`config.mk`:
```
export PLATFORM = sky130hd
export DESIGN_NAME = eps_line_ending_converter
export DESIGN_NICKNAME = d
export VERILOG_FILES = /design/src/rtl/core/elc_pkg.sv /design/src/rtl/core/elc_front.sv /design/src/rtl/core/elc_queue.sv /design/src/rtl/core/elc_back.sv /design/src/rtl/core/eps_line_ending_converter.sv
export SDC_FILE = /design/constraint.sdc
export NUM_CORES = 1
export LEC_CHECK = 0
export BUFFER_PORTS_ARGS = -buffer_cell sky130_fd_sc_hd__buf_4
export CAP_MARGIN = 40
export CORE_ASPECT_RATIO = 1.75
export CORE_MARGIN = 1
export CORE_UTILIZATION = 40
export DETAILED_ROUTE_END_ITERATION = 12
export PLACE_DENSITY = 0.61
export RECOVER_POWER = 50
export SYNTH_ARGS = -nofsm -noshare
export SYNTH_HDL_FRONTEND = slang
export SYNTH_HIERARCHICAL = 1
export SYNTH_SLANG_ARGS = --single-unit
```
`constraint.sdc`:
```
create_clock -name clk -period 5 [get_ports clk]
set_input_delay 1 -clock clk [delete_from_list [all_inputs] [get_ports clk]]
set_output_delay 1 -clock clk [all_outputs]
set_load 0.02 [all_outputs]
```
`src/rtl/core/elc_pkg.sv`:
```
// elc_pkg: shared types and constants for the eps line ending converter
// holds the input and result word structs, the queue record and the byte codes
// no dependencies
package elc_pkg;

  localparam int POS_W       = 32;
  localparam int QUEUE_DEPTH = 4;
  localparam int QPTR_W      = $clog2(QUEUE_DEPTH);
  localparam int QCNT_W      = $clog2(QUEUE_DEPTH + 1);
  localparam int MAX_BURST   = 4;
  localparam int BCNT_W      = $clog2(MAX_BURST + 1);
  localparam int BIDX_W      = $clog2(MAX_BURST);

  // status codes
  localparam logic [1:0] ST_DATA  = 2'd0;
  localparam logic [1:0] ST_TIFF  = 2'd1;
  localparam logic [1:0] ST_BAD   = 2'd2;
  localparam logic [1:0] ST_TRUNC = 2'd3;

  // byte codes
  localparam logic [7:0] CH_E_HI = 8'hC5;
  localparam logic [7:0] CH_P_HI = 8'hD0;
  localparam logic [7:0] CH_S_HI = 8'hD3;
  localparam logic [7:0] CH_F_HI = 8'hC6;
  localparam logic [7:0] CH_CR   = 8'h0D;
  localparam logic [7:0] CH_LF   = 8'h0A;
  localparam logic [7:0] CH_PCT  = 8'h25;
  localparam logic [7:0] CH_BANG = 8'h21;
  localparam logic [7:0] CH_I    = 8'h49;
  localparam logic [7:0] CH_M    = 8'h4D;

  // header positions
  localparam logic [POS_W-1:0] POS_START_DONE = POS_W'(7);
  localparam logic [POS_W-1:0] POS_LEN_DONE   = POS_W'(11);
  localparam logic [POS_W-1:0] POS_HDR_END    = POS_W'(27);
  localparam logic [POS_W-1:0] POS_THIRD      = POS_W'(2);

  typedef struct packed {
    logic [7:0] in_byte;
    logic       in_last;
  } in_item_t;

  typedef struct packed {
    logic [7:0] out_byte;
    logic [1:0] status;
    logic       out_last;
  } out_item_t;

  // one burst of result words; only the final word carries status and last
  typedef struct packed {
    logic [BCNT_W-1:0]          cnt;
    logic [MAX_BURST-1:0][7:0]  bytes;
    logic [1:0]                 st;
    logic                       lst;
  } burst_t;

  typedef struct packed {
    logic   push;
    burst_t burst;
  } q_wr_t;

  typedef struct packed {
    logic full;
    logic empty;
  } q_stat_t;

endpackage

```
`src/rtl/core/elc_front.sv`:
```
// elc_front: accepts input words, tracks the file layout and builds result bursts
// depends on elc_pkg
module elc_front import elc_pkg::*; #(
  parameter int OFFSET_BITS = 32
) (
  input  logic     clk,
  input  logic     rst_n,
  input  logic     in_valid,
  input  in_item_t in_data,
  input  logic     q_full,
  output q_wr_t    q_wr
);

  typedef enum logic [2:0] {
    PH_FIRST,
    PH_SECOND,
    PH_MAGIC,
    PH_HEADER,
    PH_BODY,
    PH_WHOLE,
    PH_DISCARD
  } phase_t;

  phase_t                 phase_r, phase_nxt;
  logic [POS_W-1:0]       pos_r, pos_nxt;
  logic [OFFSET_BITS-1:0] start_r, start_nxt;
  logic [OFFSET_BITS-1:0] len_r, len_nxt;
  logic [31:0]            hw_r, hw_nxt;
  logic                   pend_r, pend_nxt;
  logic [2:0][7:0]        held_r;

  logic             acc;
  logic [7:0]       b;
  logic             lastb;
  logic [31:0]      hw_shift;
  logic [POS_W-1:0] start_ext;
  logic [POS_W-1:0] len_ext;
  logic [POS_W-1:0] rel;
  logic             insec;
  logic             is_epsf;
  burst_t           burst;

  assign acc       = in_valid && !q_full;
  assign b         = in_data.in_byte;
  assign lastb     = in_data.in_last;
  assign hw_shift  = {b, hw_r[31:8]};
  assign start_ext = POS_W'(start_r);
  assign len_ext   = POS_W'(len_r);
  assign rel       = pos_r - start_ext;
  assign is_epsf   = (held_r[0] == CH_E_HI) && (held_r[1] == CH_P_HI) &&
                     (held_r[2] == CH_S_HI) && (b == CH_F_HI);

  always_comb begin
    phase_nxt = phase_r;
    pos_nxt   = (pos_r == {POS_W{1'b1}}) ? pos_r : pos_r + POS_W'(1);
    start_nxt = start_r;
    len_nxt   = len_r;
    hw_nxt    = hw_r;
    pend_nxt  = pend_r;
    insec     = 1'b0;
    burst     = '0;
    burst.st  = ST_DATA;

    case (phase_r)
      PH_FIRST: begin
        if (lastb) begin
          burst.cnt = BCNT_W'(1);
          burst.st  = ST_BAD;
          burst.lst = 1'b1;
        end else begin
          phase_nxt = PH_SECOND;
        end
      end
      PH_SECOND: begin
        if ((held_r[0] == CH_I && b == CH_I) || (held_r[0] == CH_M && b == CH_M)) begin
          burst.cnt = BCNT_W'(1);
          burst.st  = ST_TIFF;
          burst.lst = 1'b1;
          phase_nxt = PH_DISCARD;
        end else if (held_r[0] == CH_PCT && b == CH_BANG) begin
          burst.cnt      = BCNT_W'(2);
          burst.bytes[0] = held_r[0];
          burst.bytes[1] = b;
          burst.lst      = lastb;
          phase_nxt      = PH_WHOLE;
        end else if (lastb) begin
          burst.cnt = BCNT_W'(1);
          burst.st  = ST_BAD;
          burst.lst = 1'b1;
        end else begin
          phase_nxt = PH_MAGIC;
        end
      end
      PH_MAGIC: begin
        if (pos_r == POS_THIRD) begin
          if (lastb) begin
            burst.cnt = BCNT_W'(1);
            burst.st  = ST_BAD;
            burst.lst = 1'b1;
          end
        end else if (is_epsf) begin
          if (lastb) begin
            burst.cnt = BCNT_W'(1);
            burst.st  = ST_TRUNC;
            burst.lst = 1'b1;
          end else begin
            burst.cnt      = BCNT_W'(4);
            burst.bytes[0] = held_r[0];
            burst.bytes[1] = held_r[1];
            burst.bytes[2] = held_r[2];
            burst.bytes[3] = b;
            phase_nxt      = PH_HEADER;
          end
        end else begin
          burst.cnt = BCNT_W'(1);
          burst.st  = ST_BAD;
          burst.lst = 1'b1;
          phase_nxt = PH_DISCARD;
        end
      end
      PH_HEADER: begin
        hw_nxt = hw_shift;
        if (pos_r == POS_START_DONE) start_nxt = hw_shift[OFFSET_BITS-1:0];
        if (pos_r == POS_LEN_DONE) len_nxt = hw_shift[OFFSET_BITS-1:0];
        burst.cnt = BCNT_W'(1);
        if (pos_r >= POS_HDR_END) begin
          burst.bytes[0] = b;
          burst.lst      = lastb;
          phase_nxt      = PH_BODY;
        end else if (lastb) begin
          burst.st  = ST_TRUNC;
          burst.lst = 1'b1;
        end else begin
          burst.bytes[0] = b;
        end
      end
      PH_BODY, PH_WHOLE: begin
        insec = (phase_r == PH_WHOLE) || ((pos_r >= start_ext) && (rel < len_ext));
        // a held CR leaves first, as CR only when LF follows
        if (pend_r) begin
          burst.bytes[0] = (b == CH_LF) ? CH_CR : CH_LF;
          burst.cnt      = BCNT_W'(1);
          pend_nxt       = 1'b0;
        end
        if (insec && b == CH_CR) begin
          if (lastb) begin
            burst.bytes[BIDX_W'(pend_r)] = CH_LF;
            burst.lst                    = 1'b1;
            burst.cnt                    = burst.cnt + BCNT_W'(1);
          end else begin
            pend_nxt = 1'b1;
          end
        end else begin
          burst.bytes[BIDX_W'(pend_r)] = b;
          burst.lst                    = lastb;
          burst.cnt                    = burst.cnt + BCNT_W'(1);
        end
      end
      PH_DISCARD: begin
      end
      default: begin
        phase_nxt = PH_FIRST;
      end
    endcase

    // end of file or an illegal phase: back to a clean start
    if (lastb || phase_r > PH_DISCARD) begin
      phase_nxt = PH_FIRST;
      pos_nxt   = '0;
      start_nxt = '0;
      len_nxt   = '0;
      hw_nxt    = '0;
      pend_nxt  = 1'b0;
    end
  end

  assign q_wr.push  = acc && (burst.cnt != '0);
  assign q_wr.burst = burst;

  always_ff @(posedge clk) begin
    if (!rst_n) begin
      phase_r <= PH_FIRST;
      pos_r   <= '0;
      start_r <= '0;
      len_r   <= '0;
      hw_r    <= '0;
      pend_r  <= 1'b0;
    end else if (acc) begin
      phase_r <= phase_nxt;
      pos_r   <= pos_nxt;
      start_r <= start_nxt;
      len_r   <= len_nxt;
      hw_r    <= hw_nxt;
      pend_r  <= pend_nxt;
    end
  end

  // first three bytes of the file
  always_ff @(posedge clk) begin
    if (acc) begin
      if (phase_r == PH_FIRST) held_r[0] <= b;
      if (phase_r == PH_SECOND) held_r[1] <= b;
      if (phase_r == PH_MAGIC && pos_r == POS_THIRD) held_r[2] <= b;
    end
  end

  a_pend_in_body: assert property (@(posedge clk) disable iff (!rst_n)
    pend_r |-> (phase_r == PH_BODY || phase_r == PH_WHOLE))
    else $error("held CR outside the body phases");

endmodule

```
`src/rtl/core/elc_queue.sv`:
```
// elc_queue: short queue of result bursts between front and back
// depends on elc_pkg
module elc_queue import elc_pkg::*; (
  input  logic    clk,
  input  logic    rst_n,
  input  q_wr_t   q_wr,
  input  logic    pop,
  output burst_t  head,
  output q_stat_t stat
);

  burst_t              mem_r [QUEUE_DEPTH];
  logic [QPTR_W-1:0]   wr_ptr_r, rd_ptr_r;
  logic [QCNT_W-1:0]   cnt_r;
  logic                do_pop;

  assign stat.full  = (cnt_r == QCNT_W'(QUEUE_DEPTH));
  assign stat.empty = (cnt_r == '0);
  assign head       = mem_r[rd_ptr_r];
  assign do_pop     = pop && !stat.empty;

  always_ff @(posedge clk) begin
    if (q_wr.push && !stat.full) mem_r[wr_ptr_r] <= q_wr.burst;
  end

  always_ff @(posedge clk) begin
    if (!rst_n) begin
      wr_ptr_r <= '0;
      rd_ptr_r <= '0;
      cnt_r    <= '0;
    end else begin
      if (q_wr.push && !stat.full) wr_ptr_r <= wr_ptr_r + QPTR_W'(1);
      if (do_pop) rd_ptr_r <= rd_ptr_r + QPTR_W'(1);
      case ({q_wr.push && !stat.full, do_pop})
        2'b10:   cnt_r <= cnt_r + QCNT_W'(1);
        2'b01:   cnt_r <= cnt_r - QCNT_W'(1);
        default: cnt_r <= cnt_r;
      endcase
    end
  end

  a_no_overflow: assert property (@(posedge clk) disable iff (!rst_n)
    !(q_wr.push && stat.full))
    else $error("burst pushed into a full queue");

  a_no_underflow: assert property (@(posedge clk) disable iff (!rst_n)
    !(pop && stat.empty))
    else $error("pop from an empty queue");

endmodule

```
`src/rtl/core/elc_back.sv`:
```
// elc_back: walks the head burst one word a cycle, while out_stall is low, into the output register
// depends on elc_pkg
module elc_back import elc_pkg::*; (
  input  logic      clk,
  input  logic      rst_n,
  input  burst_t    head,
  input  q_stat_t   stat,
  output logic      pop,
  output logic      out_valid,
  input  logic      out_stall,
  output out_item_t out_data
);

  logic              out_valid_r;
  out_item_t         out_data_r, word;
  logic [BIDX_W-1:0] idx_r;
  logic              fin;
  logic              load;

  assign fin  = (BCNT_W'(idx_r) + BCNT_W'(1)) == head.cnt;
  assign load = !out_valid_r || !out_stall;
  assign pop  = load && !stat.empty && fin;

  always_comb begin
    word.out_byte = head.bytes[idx_r];
    word.status   = fin ? head.st : ST_DATA;
    word.out_last = fin && head.lst;
  end

  always_ff @(posedge clk) begin
    if (!rst_n) begin
      out_valid_r <= 1'b0;
      idx_r       <= '0;
    end else if (load) begin
      out_valid_r <= !stat.empty;
      if (!stat.empty) idx_r <= fin ? '0 : idx_r + BIDX_W'(1);
    end
  end

  always_ff @(posedge clk) begin
    if (load && !stat.empty) out_data_r <= word;
  end

  assign out_valid = out_valid_r;
  assign out_data  = out_data_r;

  a_idx_in_burst: assert property (@(posedge clk) disable iff (!rst_n)
    !stat.empty |-> (BCNT_W'(idx_r) < head.cnt))
    else $error("word index beyond burst length");

  a_status_ends_file: assert property (@(posedge clk) disable iff (!rst_n)
    (out_valid && out_data.status != ST_DATA) |-> out_data.out_last)
    else $error("reject status word without last mark");

endmodule

```
`src/rtl/core/eps_line_ending_converter.sv`:
```
// eps_line_ending_converter: top level, front classifier, burst queue and word sender
// depends on elc_pkg, elc_front, elc_queue, elc_back
//
// Use: a file streams in one byte a word on the in_ channel, its final byte
// marked by in_last. Results leave on the out_ channel as out_byte, status and
// out_last. PostScript files ("%!") pass whole with lone CR turned into LF;
// binary EPSF headers pass raw and only the section they name is converted.
// TIFF or unknown starts give one word with a reject status and out_last set.
// A result word reaches the outputs through the burst queue and then the output
// register. An input word is taken every cycle while the queue of four bursts
// has room; the sender drains one result word a cycle while out_stall is low,
// so the rate is set by the output port, with the four-word EPSF magic burst
// and the two-word CR bursts absorbed by the queue.
// in_stall rises only when the queue is full. When out_stall is high the
// output register holds its word and the queue fills behind it.
// Reset clears the file state, the queue and the output valid; no words are
// lost or repeated across a stall on either side.
module eps_line_ending_converter import elc_pkg::*; #(
  parameter int OFFSET_BITS = 32
) (
  input  logic      clk,
  input  logic      rst_n,
  input  logic      in_valid,
  output logic      in_stall,
  input  in_item_t  in_data,
  output logic      out_valid,
  input  logic      out_stall,
  output out_item_t out_data
);

  q_wr_t   q_wr;
  q_stat_t q_stat;
  burst_t  q_head;
  logic    q_pop;

  assign in_stall = q_stat.full;

  elc_front #(
    .OFFSET_BITS(OFFSET_BITS)
  ) u_front (
    .clk      (clk),
    .rst_n    (rst_n),
    .in_valid (in_valid),
    .in_data  (in_data),
    .q_full   (q_stat.full),
    .q_wr     (q_wr)
  );

  elc_queue u_queue (
    .clk   (clk),
    .rst_n (rst_n),
    .q_wr  (q_wr),
    .pop   (q_pop),
    .head  (q_head),
    .stat  (q_stat)
  );

  elc_back u_back (
    .clk       (clk),
    .rst_n     (rst_n),
    .head      (q_head),
    .stat      (q_stat),
    .pop       (q_pop),
    .out_valid (out_valid),
    .out_stall (out_stall),
    .out_data  (out_data)
  );

endmodule

```
# Word level (Yosys, flattened, before mapping)
# Memory sizes are Yosys's and may differ from the RTL's. A register that Yosys moved wholly into a read port is not among the register bits.
# Index checks and enable logic that the tools add are counted.
[op_classes] n_lt_le_gt_ge=7 bitwise_logic=4 addsub=9 eq_ne=33 reduce_logical=45 muxes=72
[op_table] operator="$mux W32" n=13
[op_table] operator="$mux W35" n=2
[op_table] operator="$mux W3" n=21
[op_table] operator="$mux W8" n=6
[op_table] operator="$add A32 B1 Y32 const B" n=1
[op_table] operator="$bwmux W32" n=1
[op_table] operator="$eq A32 B2 Y1 const B" n=1
[op_table] operator="$eq A32 B3 Y1 const B" n=1
[op_table] operator="$eq A32 B32 Y1 const B" n=1
[op_table] operator="$eq A32 B4 Y1 const B" n=1
[op_table] operator="$eq A8 B7 Y1 const B" n=4
[op_table] operator="$eq A8 B8 Y1 const B" n=4
[op_table] operator="$ge A32 B32 Y1" n=1
[op_table] operator="$ge A32 B5 Y1 const B" n=1
[op_table] operator="$lt A32 B32 Y1" n=1
[op_table] operator="$mux W16" n=2
[op_table] operator="$pmux W16 S2" n=1
[op_table] operator="$pmux W8 S4" n=1
[op_table] operator="$sub A32 B32 Y32" n=1
[op_table] operator="$pmux W3 S5" n=2
[op_table] operator="$and A6 B24 Y24" n=1
[op_table] operator="$not A12 Y24" n=1
[op_table] operator="$pmux W8 S3" n=1
[op_table] operator="$logic_and A1 B1 Y1" n=17
[op_table] operator="41 further kinds" n=84
[word_totals] out_inout_bits=13 elab_cells=188 mem_count=1 ram_bits=152 inputBits=13 reg_bits=177
[mem_list] name="u_queue.mem_r" depth=4 word_bits=38 read_ports=1 rd_clocked_by_memory_dff=1 wr=1 line_no="elc_queue.sv:12" text="burst_t mem_r [QUEUE_DEPTH];"

# Logic depth before layout (Yosys ltp)
# Gate-level depths: netlist of the first run.
[logic_depth] ltp_word=14 depth_mapped=30 ltp_nobuf=28

# Modules after synthesis
# The synthesis of the first run kept the hierarchy.
[modules_own_cells] module="elc_front" area_per_inst_um2=9187.6 n_inst=1 cells_per_inst=1115 seq_area_each_um2=3203.1
[modules_own_cells] module="elc_queue" area_per_inst_um2=5993.2 n_inst=1 cells_per_inst=252 seq_area_each_um2=4744.6
[modules_own_cells] module="elc_back" area_per_inst_um2=708.2 n_inst=1 cells_per_inst=42 seq_area_each_um2=390.4

# Worst setup path after synthesis of the first run
# Ideal clock, no wire load.
[synth_path] kind="flip-flop to flip-flop" startpoint="register u_front.pos_r[0]" endpoint="register u_queue.cnt_r[2]" required_time_ps=4924 path_stages_with_launch=31 slack_ps=-544 period_less_slack_ps=5544 path_buffers=2 setup_time_ps=76 t_arrival_ps=5469 path_cell_list="dfxtp_1 -> inv_1 -> ha_1 -> fa_1 -> nand2b_1 -> a21oi_1 -> o41ai_1 -> a21boi_1 -> a21oi_1 -> o41a_1 -> nor2b_1 -> xnor2_1 -> ha_1 -> a21o_1 -> a21oi_1 -> nor2b_1 -> o21ai_0 -> nand4_1 -> a211o_1 -> buf_2 -> o311ai_0 -> o21ai_0 -> nor2b_1 -> buf_2 -> inv_1 -> ha_1 -> inv_1 -> fa_1 -> xor2_1 -> or3_1 -> a21boi_0"
[synth_lines] element="start, declared" line_no="elc_front.sv:25" text="logic [POS_W-1:0] pos_r, pos_nxt;"
[synth_lines] element="start signal, assigned" line_no="elc_front.sv:190" text="pos_r <= pos_nxt;"
[synth_lines] element="end signal, assigned" line_no="elc_queue.sv:35" text="2'b10: cnt_r <= cnt_r + QCNT_W'(1);"
[synth_lines] element="end signal, assigned" line_no="elc_queue.sv:36" text="2'b01: cnt_r <= cnt_r - QCNT_W'(1);"
[synth_lines] element="end signal, assigned" line_no="elc_queue.sv:37" text="default: cnt_r <= cnt_r;"
[synth_lines] element="end, declared" line_no="elc_queue.sv:14" text="logic [QCNT_W-1:0] cnt_r;"

==> key figures, run 1 <==
Power and ir drop
  – Total leakage power: 7.095 nW
  – Post-route total power: 5.678 mW
  – Pwr/cell area: 293.5 nW/um2
  – Max IR drop VDD: 0.2234 mV

Routing
  – Avg Vias per Cell: 5.552
  – Post-route DRC violation count: 0
  – Count of nets left with antenna violations after detail routing: 0
  – Final wirelength: 43920 um
  – Length of the first detailed-routing pass in iterations: 7
  – Wire per inst: 21.04 um
  – Number of vias in the routed layout: 11590
  – Number of violations reported at the end of detailed-routing iteration 0: 553

Flow run
  – MaxCap Viol Count: 0

Placement
  – DPL Wire Length: 32040 um
  – Weighted congestion at the end of routability-driven global placement: 0.9420
  – IO Port Bufs: 25
  – Worst-case setup slack after placement: -0.5271 ns
  – Cell area after placement: 17730 um2
  – Cell total after placement: 2001

Synth
  – Number of flops mapped to enable cells by yosys: 187
  – Post-synthesis instance total: 1409
  – FF+latch count, synth: 323
  – Async set or reset register ratio after synthesis: 0%
  – Number of library cell types mapped by synthesis: 78
  – Netlist Area Pre-Place: 15890 um2
  – Per-instance average area after synthesis: 11.28 um2
  – Proportion of synthesized chip area in sequential cells: 52.48%
  – Synth Warn #: 6
  – Ys flop type: edfxtp_1

Timing
  – Final Slew Violations: 0
  – Transition at the pin with the smallest max-transition slack: 0.8755 ns
  – Final Hold Violating Endpoints: 0
  – Achievable Freq: 0.1879 GHz
  – Clock Skew: 0.02194 ns
  – Final min period: 5.321 ns
  – Unrepaired setup endpoints after global routing: true
  – Post-route fraction of the period consumed by the critical path: 106.4%
  – Setup violations, final: 2
  – Sum of negative setup slack: -0.4554 ns
  – Relative slew margins: 41.64%
  – Final critical-path setup slack: -0.3208 ns

Final layout
  – Commonest cells after routing, fill and taps aside: 187 x edfxtp_1, 177 x buf_4, 127 x dfxtp_1
  – Layout cells sized above 1: 23.73%
  – Number of antenna cells inserted: 0
  – Relative area change from synthesis to final layout: 21.76%
  – Commonest non-fill, non-tap cell in the layout: edfxtp_1
  – Final instance area: 19350 um2
  – Cell Count, Final, Fillers Out: 2087
  – Fill cell count: 3551
  – Nets: 1664

Floorplanning
  – Initial core utilization: 40.58%
  – Die boundary width: 152.7 um
  – Core Rows: 96
  – Core box area: 39160 um2
  – Die height: 265.7 um
  – Number of I/O pins: 26
  – Full die area: 40550 um2

GRT
  – Largest net degree at the start of global routing: 71
  – GRT Overall Usage: 21.58%
  – Overall overflow remaining after global route: 0
  – Antenna violations before repair: 0
  – Wire length of the first global-routing pass: 66340 um
  – Number of global-route vias before repair: 11890

Critical path
  – Data arrival time of the critical path: 5.81 ns
  – Largest fanout on the critical path: 3
  – Critical path class: reg2reg
  – Worst Setup Start Kind: register
  – WP buf/inv: 19
  – Crit path capture type: register
  – CP max-delay cell: a211o_1
  – Req. time, crit path: 5.49 ns
  – Setup slack of the worst register-to-register path: -0.32 ns
  – Cell seen most often among critical-path stages: buf_4
  – Longest individual stage delay on the worst path: 0.36 ns
  – CP top delay family: buffers and inverters

Hold path
  – Path class of the lowest-slack min-delay path: reg2reg

Clock tree
  – Root Driver: clkbuf_16
  – Number of clock sinks: 323
  – Maximum level of the CTS H-tree: 1
  – Number of clock buffers inserted by TritonCTS: 29
  – Later-pin clock latency in the skew report: 0.57 ns
  – Longest Clk Path Bufs: 3
  – Cts hold-fix bufs: 0
  – Clock transition at the register clock pins on the worst setup and hold paths after CTS: 0.07 ns
  – Clock tree from TritonCTS: built

Run status
  – Run status: complete, but fails checks
  – Failing checks: setup timing
==> synthesized netlist by cell type (30+ instances only) <==
master	n	area share, %
a21oi_1	53	1.7
a21boi_0	50	2.4
ha_1	73	5.7
o21ai_0	40	1.3
clkbuf_1	51	1.2
nor2_1	63	1.5
dfxtp_1	136	17
inv_1	102	2.4
edfxtp_1	187	35
mux4_2	46	6.5
nand4_1	44	1.7
nor2b_1	55	2.2
nand3_1	49	1.5
a22oi_1	42	2.0
nand2_1	105	2.5
xnor2_1	30	1.7
==> worst paths after layout <==
path,end,startpoint,cells after the start
max,u_queue/cnt_r[2]$_SDFFE_PN0P_,u_front/start_ext[4]$_SDFFE_PN0P_,32
min,u_front/start_ext[15]$_SDFFE_PN0P_,u_front/start_ext[15]$_SDFFE_PN0P_,2
max reg2reg,u_queue/cnt_r[2]$_SDFFE_PN0P_,u_front/start_ext[4]$_SDFFE_PN0P_,32
min reg2reg,u_front/start_ext[15]$_SDFFE_PN0P_,u_front/start_ext[15]$_SDFFE_PN0P_,2
==> power by group <==
part           internal (mW)  switching (mW)
Clock                   1.37           0.979
Combinational          0.181           0.245
Sequential              2.87          0.0299
Total                   4.42            1.25
==> per-stage QoR <==
step	hold slack, ns	utilization (%)
detailed placement	0.4582	45.27
CTS	0.4680	48.73
finish	0.4647	49.41
global route	0.4807	49.41
global placement	0.4520	45.06
floorplan	0.4435	-
==> state kept, by name, summed over array words and instances (netlist names), 3 cells and up, named ones only <==
| signal | flops |
|---|---|
| u_back/out_data | 11 |
| u_front/held_r | 24 |
| u_front/hw_r | 24 |
| u_front/len_ext | 32 |
| u_front/phase_r | 3 |
| u_front/pos_r | 32 |
| u_front/start_ext | 32 |
| u_queue/cnt_r | 3 |
| u_queue/mem_r | 152 |
==> layer usage <==
| layer | wire (um) | track usage [%] |
|---|---|---|
| met1 | 14500 | 19.72 |
| met2 | 25450 | 44.72 |
| met3 | 1177 | 1.857 |
| met4 | 2793 | 13.27 |
| met5 | 0 | 0 |
==> cell type report <==
| type | count | area, um2 | share of cell area [%] |
|---|---|---|---|
| Inverter | 102 | 382.9 | 1.979 |
| Tap cell | 490 | 613.1 | 3.169 |
| Timing Repair Buffer | 208 | 1812 | 9.365 |
| Clock inverter | 21 | 266.5 | 1.378 |
| Multi-Input combinational cell | 912 | 7189 | 37.16 |
| Sequential cell | 323 | 8349 | 43.16 |
| Clock buffer | 31 | 733.2 | 3.790 |
==> cells by family after synthesis <==
kind of cell / Yosys count / synth area share [%]
simple gates: 446 / 14.98
other cells: 1 / 0.02360
mux: 48 / 6.646
fa+ha+maj: 75 / 6.001
xor+xnor: 54 / 2.977
compound gates: 282 / 12.03
buf+inv: 180 / 4.866
flops: 323 / 52.48
==> worst reg2reg max path: cells and delay by family, from the launching register on <==
kind,cells,cell delay [ns]
buffers and inverters,19,2.12
AOI/OAI and AO/OA,5,0.99
and+or+nand+nor,4,0.89
adders and majority gates,3,0.72
DFF,1,0.33
xor gates and xnor gates,1,0.17
==> timing repair <==
action,CTS,global route
pin swaps,24,7
endpoints found under the hold margin,0,0
setup buffers,22,4
gates cloned,0,8
setup endpoints to repair,167,179
resized for setup,40,30
(Power assumes the default switching activity.)
==> run 2, diff against run 1 <==
- CORE_ASPECT_RATIO: 1.75 -> 0.5
- MAX_ROUTING_LAYER: unset -> met4
==> key figures, run 2 (synthesized netlist as in run 1, its figures left out) <==
Run status
  – Run status: complete, but fails checks
  – Failing checks: capacitance limit, slew limit, setup timing

Floorplanning
  – Full die area: 40570 um2 (about the same)
  – Die height: 142.9 um (-46%)
  – Initial core utilization: 40.75% (+0.18 points)
  – Die boundary width: 283.9 um (+86%)
  – Number of I/O pins: 26 (unchanged)
  – Core Rows: 51 (-47%)
  – Core box area: 38990 um2 (-0.43%)

Critical path
  – Logic depth of the worst register-to-register path: 30 (-6.3%)
  – Crit Reg-Reg Startpoint: u_front/pos_r[0]$_SDFFE_PN0P_
  – Data arrival time of the critical path: 5.84 ns (+0.03 ns)
  – Cell seen most often among critical-path stages: buf_6
  – Critical register-to-register path endpoint: u_queue/mem_r[3][14]$_DFFE_PP_
  – Req. time, crit path: 5.34 ns (-0.15 ns)
  – Longest individual stage delay on the worst path: 0.39 ns (+0.03 ns)
  – Crit path capture type: register
  – Critical path class: reg2reg
  – CP max-delay cell: fa_2
  – Worst Setup Start Kind: register
  – Largest fanout on the critical path: 7 (+4)
  – Setup slack of the worst register-to-register path: -0.50 ns (-0.18 ns)

Timing
  – Post-route fraction of the period consumed by the critical path: 110.0% (+3.5 points)
  – Relative slew margins: -35.15% (-77 points)
  – Setup violations, final: 168 (+166)
  – Final Hold Violating Endpoints: 0 (unchanged)
  – Achievable Freq: 0.1819 GHz (-3.2%)
  – Unrepaired setup endpoints after global routing: true
  – Final Slew Violations: 73 (+73)
  – Sum of negative setup slack: -67.26 ns (-66.81 ns)
  – Clock Skew: 0.02158 ns (-0.0003622 ns)
  – Final critical-path setup slack: -0.4977 ns (-0.1770 ns)
  – Transition at the pin with the smallest max-transition slack: 2.027 ns (+1.152 ns)
  – Final min period: 5.498 ns (+0.1770 ns)

Placement
  – DPL Wire Length: 27200 um (-15%)
  – Weighted congestion at the end of routability-driven global placement: 0.9310 (-1.2%)
  – Cell total after placement: 2028 (+1.3%)
  – IO Port Bufs: 25 (unchanged)
  – Cell area after placement: 17690 um2 (-0.20%)
  – Worst-case setup slack after placement: -0.5755 ns (-0.04839 ns)

Clock tree
  – Later-pin clock latency in the skew report: 0.60 ns (+0.03 ns)
  – Clock transition at the register clock pins on the worst setup and hold paths after CTS: 0.07 ns (about the same)
  – Number of clock sinks: 323 (unchanged)
  – Longest Clk Path Bufs: 3 (unchanged)
  – Root Driver: clkbuf_16
  – Clock tree from TritonCTS: built
  – Number of clock buffers inserted by TritonCTS: 30 (+3.4%)
  – Cts hold-fix bufs: 0 (unchanged)
  – Maximum level of the CTS H-tree: 1 (unchanged)

Hold path
  – Worst-case hold path end point: u_front/start_ext[6]$_SDFFE_PN0P_
  – Path class of the lowest-slack min-delay path: reg2reg
  – Cell count of the worst hold path: 2 (unchanged)
  – Worst Hold Launch: u_front/start_ext[6]$_SDFFE_PN0P_

Power and ir drop
  – Switching Share: 22.92% (+0.84 points)
  – Combinational share of power: 7.5% (about the same)
  – Total leakage power: 7.232 nW (+1.9%)
  – Proportion of power drawn by flip-flops and latches: 50.4% (-0.7 points)
  – Total internal power: 4.446 mW (+0.48%)
  – Max IR drop VDD: 0.2640 mV (+18%)
  – Switching pwr: 1.322 mW (+5.4%)
  – Post-route total power: 5.768 mW (+1.6%)
  – Pwr/cell area: 291.1 nW/um2 (-0.81%)
  – Clock power frac: 42.2% (+0.8 points)

Final layout
  – Number of antenna cells inserted: 0 (unchanged)
  – Layout cells sized above 1: 24.69% (+0.96 points)
  – Fill cell count: 3340 (-5.9%)
  – Max reg flops: 152 (unchanged)
  – Relative area change from synthesis to final layout: 24.69%
  – Nets: 1688 (+1.4%)
  – Final instance area: 19810 um2 (+2.4%)
  – Commonest non-fill, non-tap cell in the layout: edfxtp_1
  – Commonest cells after routing, fill and taps aside: 187 x edfxtp_1, 161 x buf_4, 119 x dfxtp_1
  – Top register by number of flip-flops: u_queue/mem_r
  – Cell Count, Final, Fillers Out: 2154 (+3.2%)

Routing
  – Final wirelength: 41090 um (-6.4%)
  – Count of nets left with antenna violations after detail routing: 0 (unchanged)
  – Number of violations reported at the end of detailed-routing iteration 0: 690 (+25%)
  – Length of the first detailed-routing pass in iterations: 6 (-1)
  – Post-route DRC violation count: 0 (unchanged)
  – Wire per inst: 19.08 um (-9.4%)
  – Avg Vias per Cell: 5.461 (-1.6%)
  – Number of vias in the routed layout: 11760 (+1.5%)

GRT
  – GRT Overall Usage: 20.73% (-0.85 points)
  – Overall overflow remaining after global route: 0 (unchanged)
  – Largest net degree at the start of global routing: 80 (+13%)
  – Number of global-route vias before repair: 11830 (-0.54%)
  – Antenna violations before repair: 0 (unchanged)
  – Wire length of the first global-routing pass: 64340 um (-3.0%)

Flow run
  – MaxCap Viol Count: 3 (+3)
-- run 2: metrics by stage --
stage / util [%] / hold slack, ns
after detailed placement: 45.37 / 0.4580
final: 50.81 / 0.4625
after CTS: 50.60 / 0.4677
after global placement: 45.14 / 0.4516
after global routing: 50.81 / 0.4863
after floorplan: - / 0.4435
-- run 2: worst max-delay path: cells and delay by family, from the launching register on --
kind                     cells  cell delay, ns
AO/OA/AOI/OAI               11            1.92
XOR/XNOR                     1            0.18
adder cells (fa/ha/maj)      3            0.83
buffers and inverters       10            1.16
flip-flops                   1            0.33
AND/OR/NAND/NOR              5            0.83
-- run 2: power by group through the flow --
stage          sequential, mW  clock (mW)  combinational (mW)
6_report                 2.91        2.43               0.430
5_1_grt                  2.91        2.59               0.462
4_1_cts                  2.91        2.48               0.441
3_5_place_dp             2.96           0               0.393
3_3_place_gp             2.96           0               0.378
2_1_floorplan            2.97           0               0.233
-- run 2: what timing repair did --
item,CTS,global route
setup endpoints to repair,155,201
cloned,10,3
hold endpoints to repair,0,0
resized for setup,71,38
pin swaps,17,14
buffers inserted,46,14
-- run 2: final cells by class --
class | instances | area [um2] | area share, %
Clock buffer | 46 | 922.1 | 4.655
Tap cell | 530 | 663.1 | 3.347
Inverter | 102 | 382.9 | 1.933
Clock inverter | 10 | 141.4 | 0.7137
Sequential cell | 323 | 8359 | 42.19
Multi-Input combinational cell | 912 | 7219 | 36.44
Timing Repair Buffer | 231 | 2123 | 10.72
-- run 2: how the worst max path moves through the flow --
stage	from	endpoint	slack [ns]	depth (start not counted)
2_1_floorplan	u_front/pos_r[0]$_SDFFE_PN0P_	u_queue/cnt_r[2]$_SDFFE_PN0P_	-0.20	30
3_3_place_gp	u_front/start_ext[4]$_SDFFE_PN0P_	u_queue/cnt_r[2]$_SDFFE_PN0P_	-0.39	28
3_5_place_dp	u_front/start_ext[5]$_SDFFE_PN0P_	u_queue/cnt_r[2]$_SDFFE_PN0P_	-0.58	28
4_1_cts	u_front/pos_r[0]$_SDFFE_PN0P_	u_queue/cnt_r[2]$_SDFFE_PN0P_	-0.41	28
5_1_grt	u_front/pos_r[0]$_SDFFE_PN0P_	u_queue/cnt_r[2]$_SDFFE_PN0P_	-0.69	29
6_report	u_front/pos_r[0]$_SDFFE_PN0P_	u_queue/mem_r[3][14]$_DFFE_PP_	-0.50	30
-- run 2: routing by layer --
layer | part of all wire [%] | up-vias | track usage [%]
li1 | - | 5568 | -
met1 | 44 | 5812 | 25.64
met2 | 48 | 303 | 35.14
met3 | 4.9 | 80 | 3.275
met4 | 2.9 | 0 | 6.344
met5 | 0 | - | -
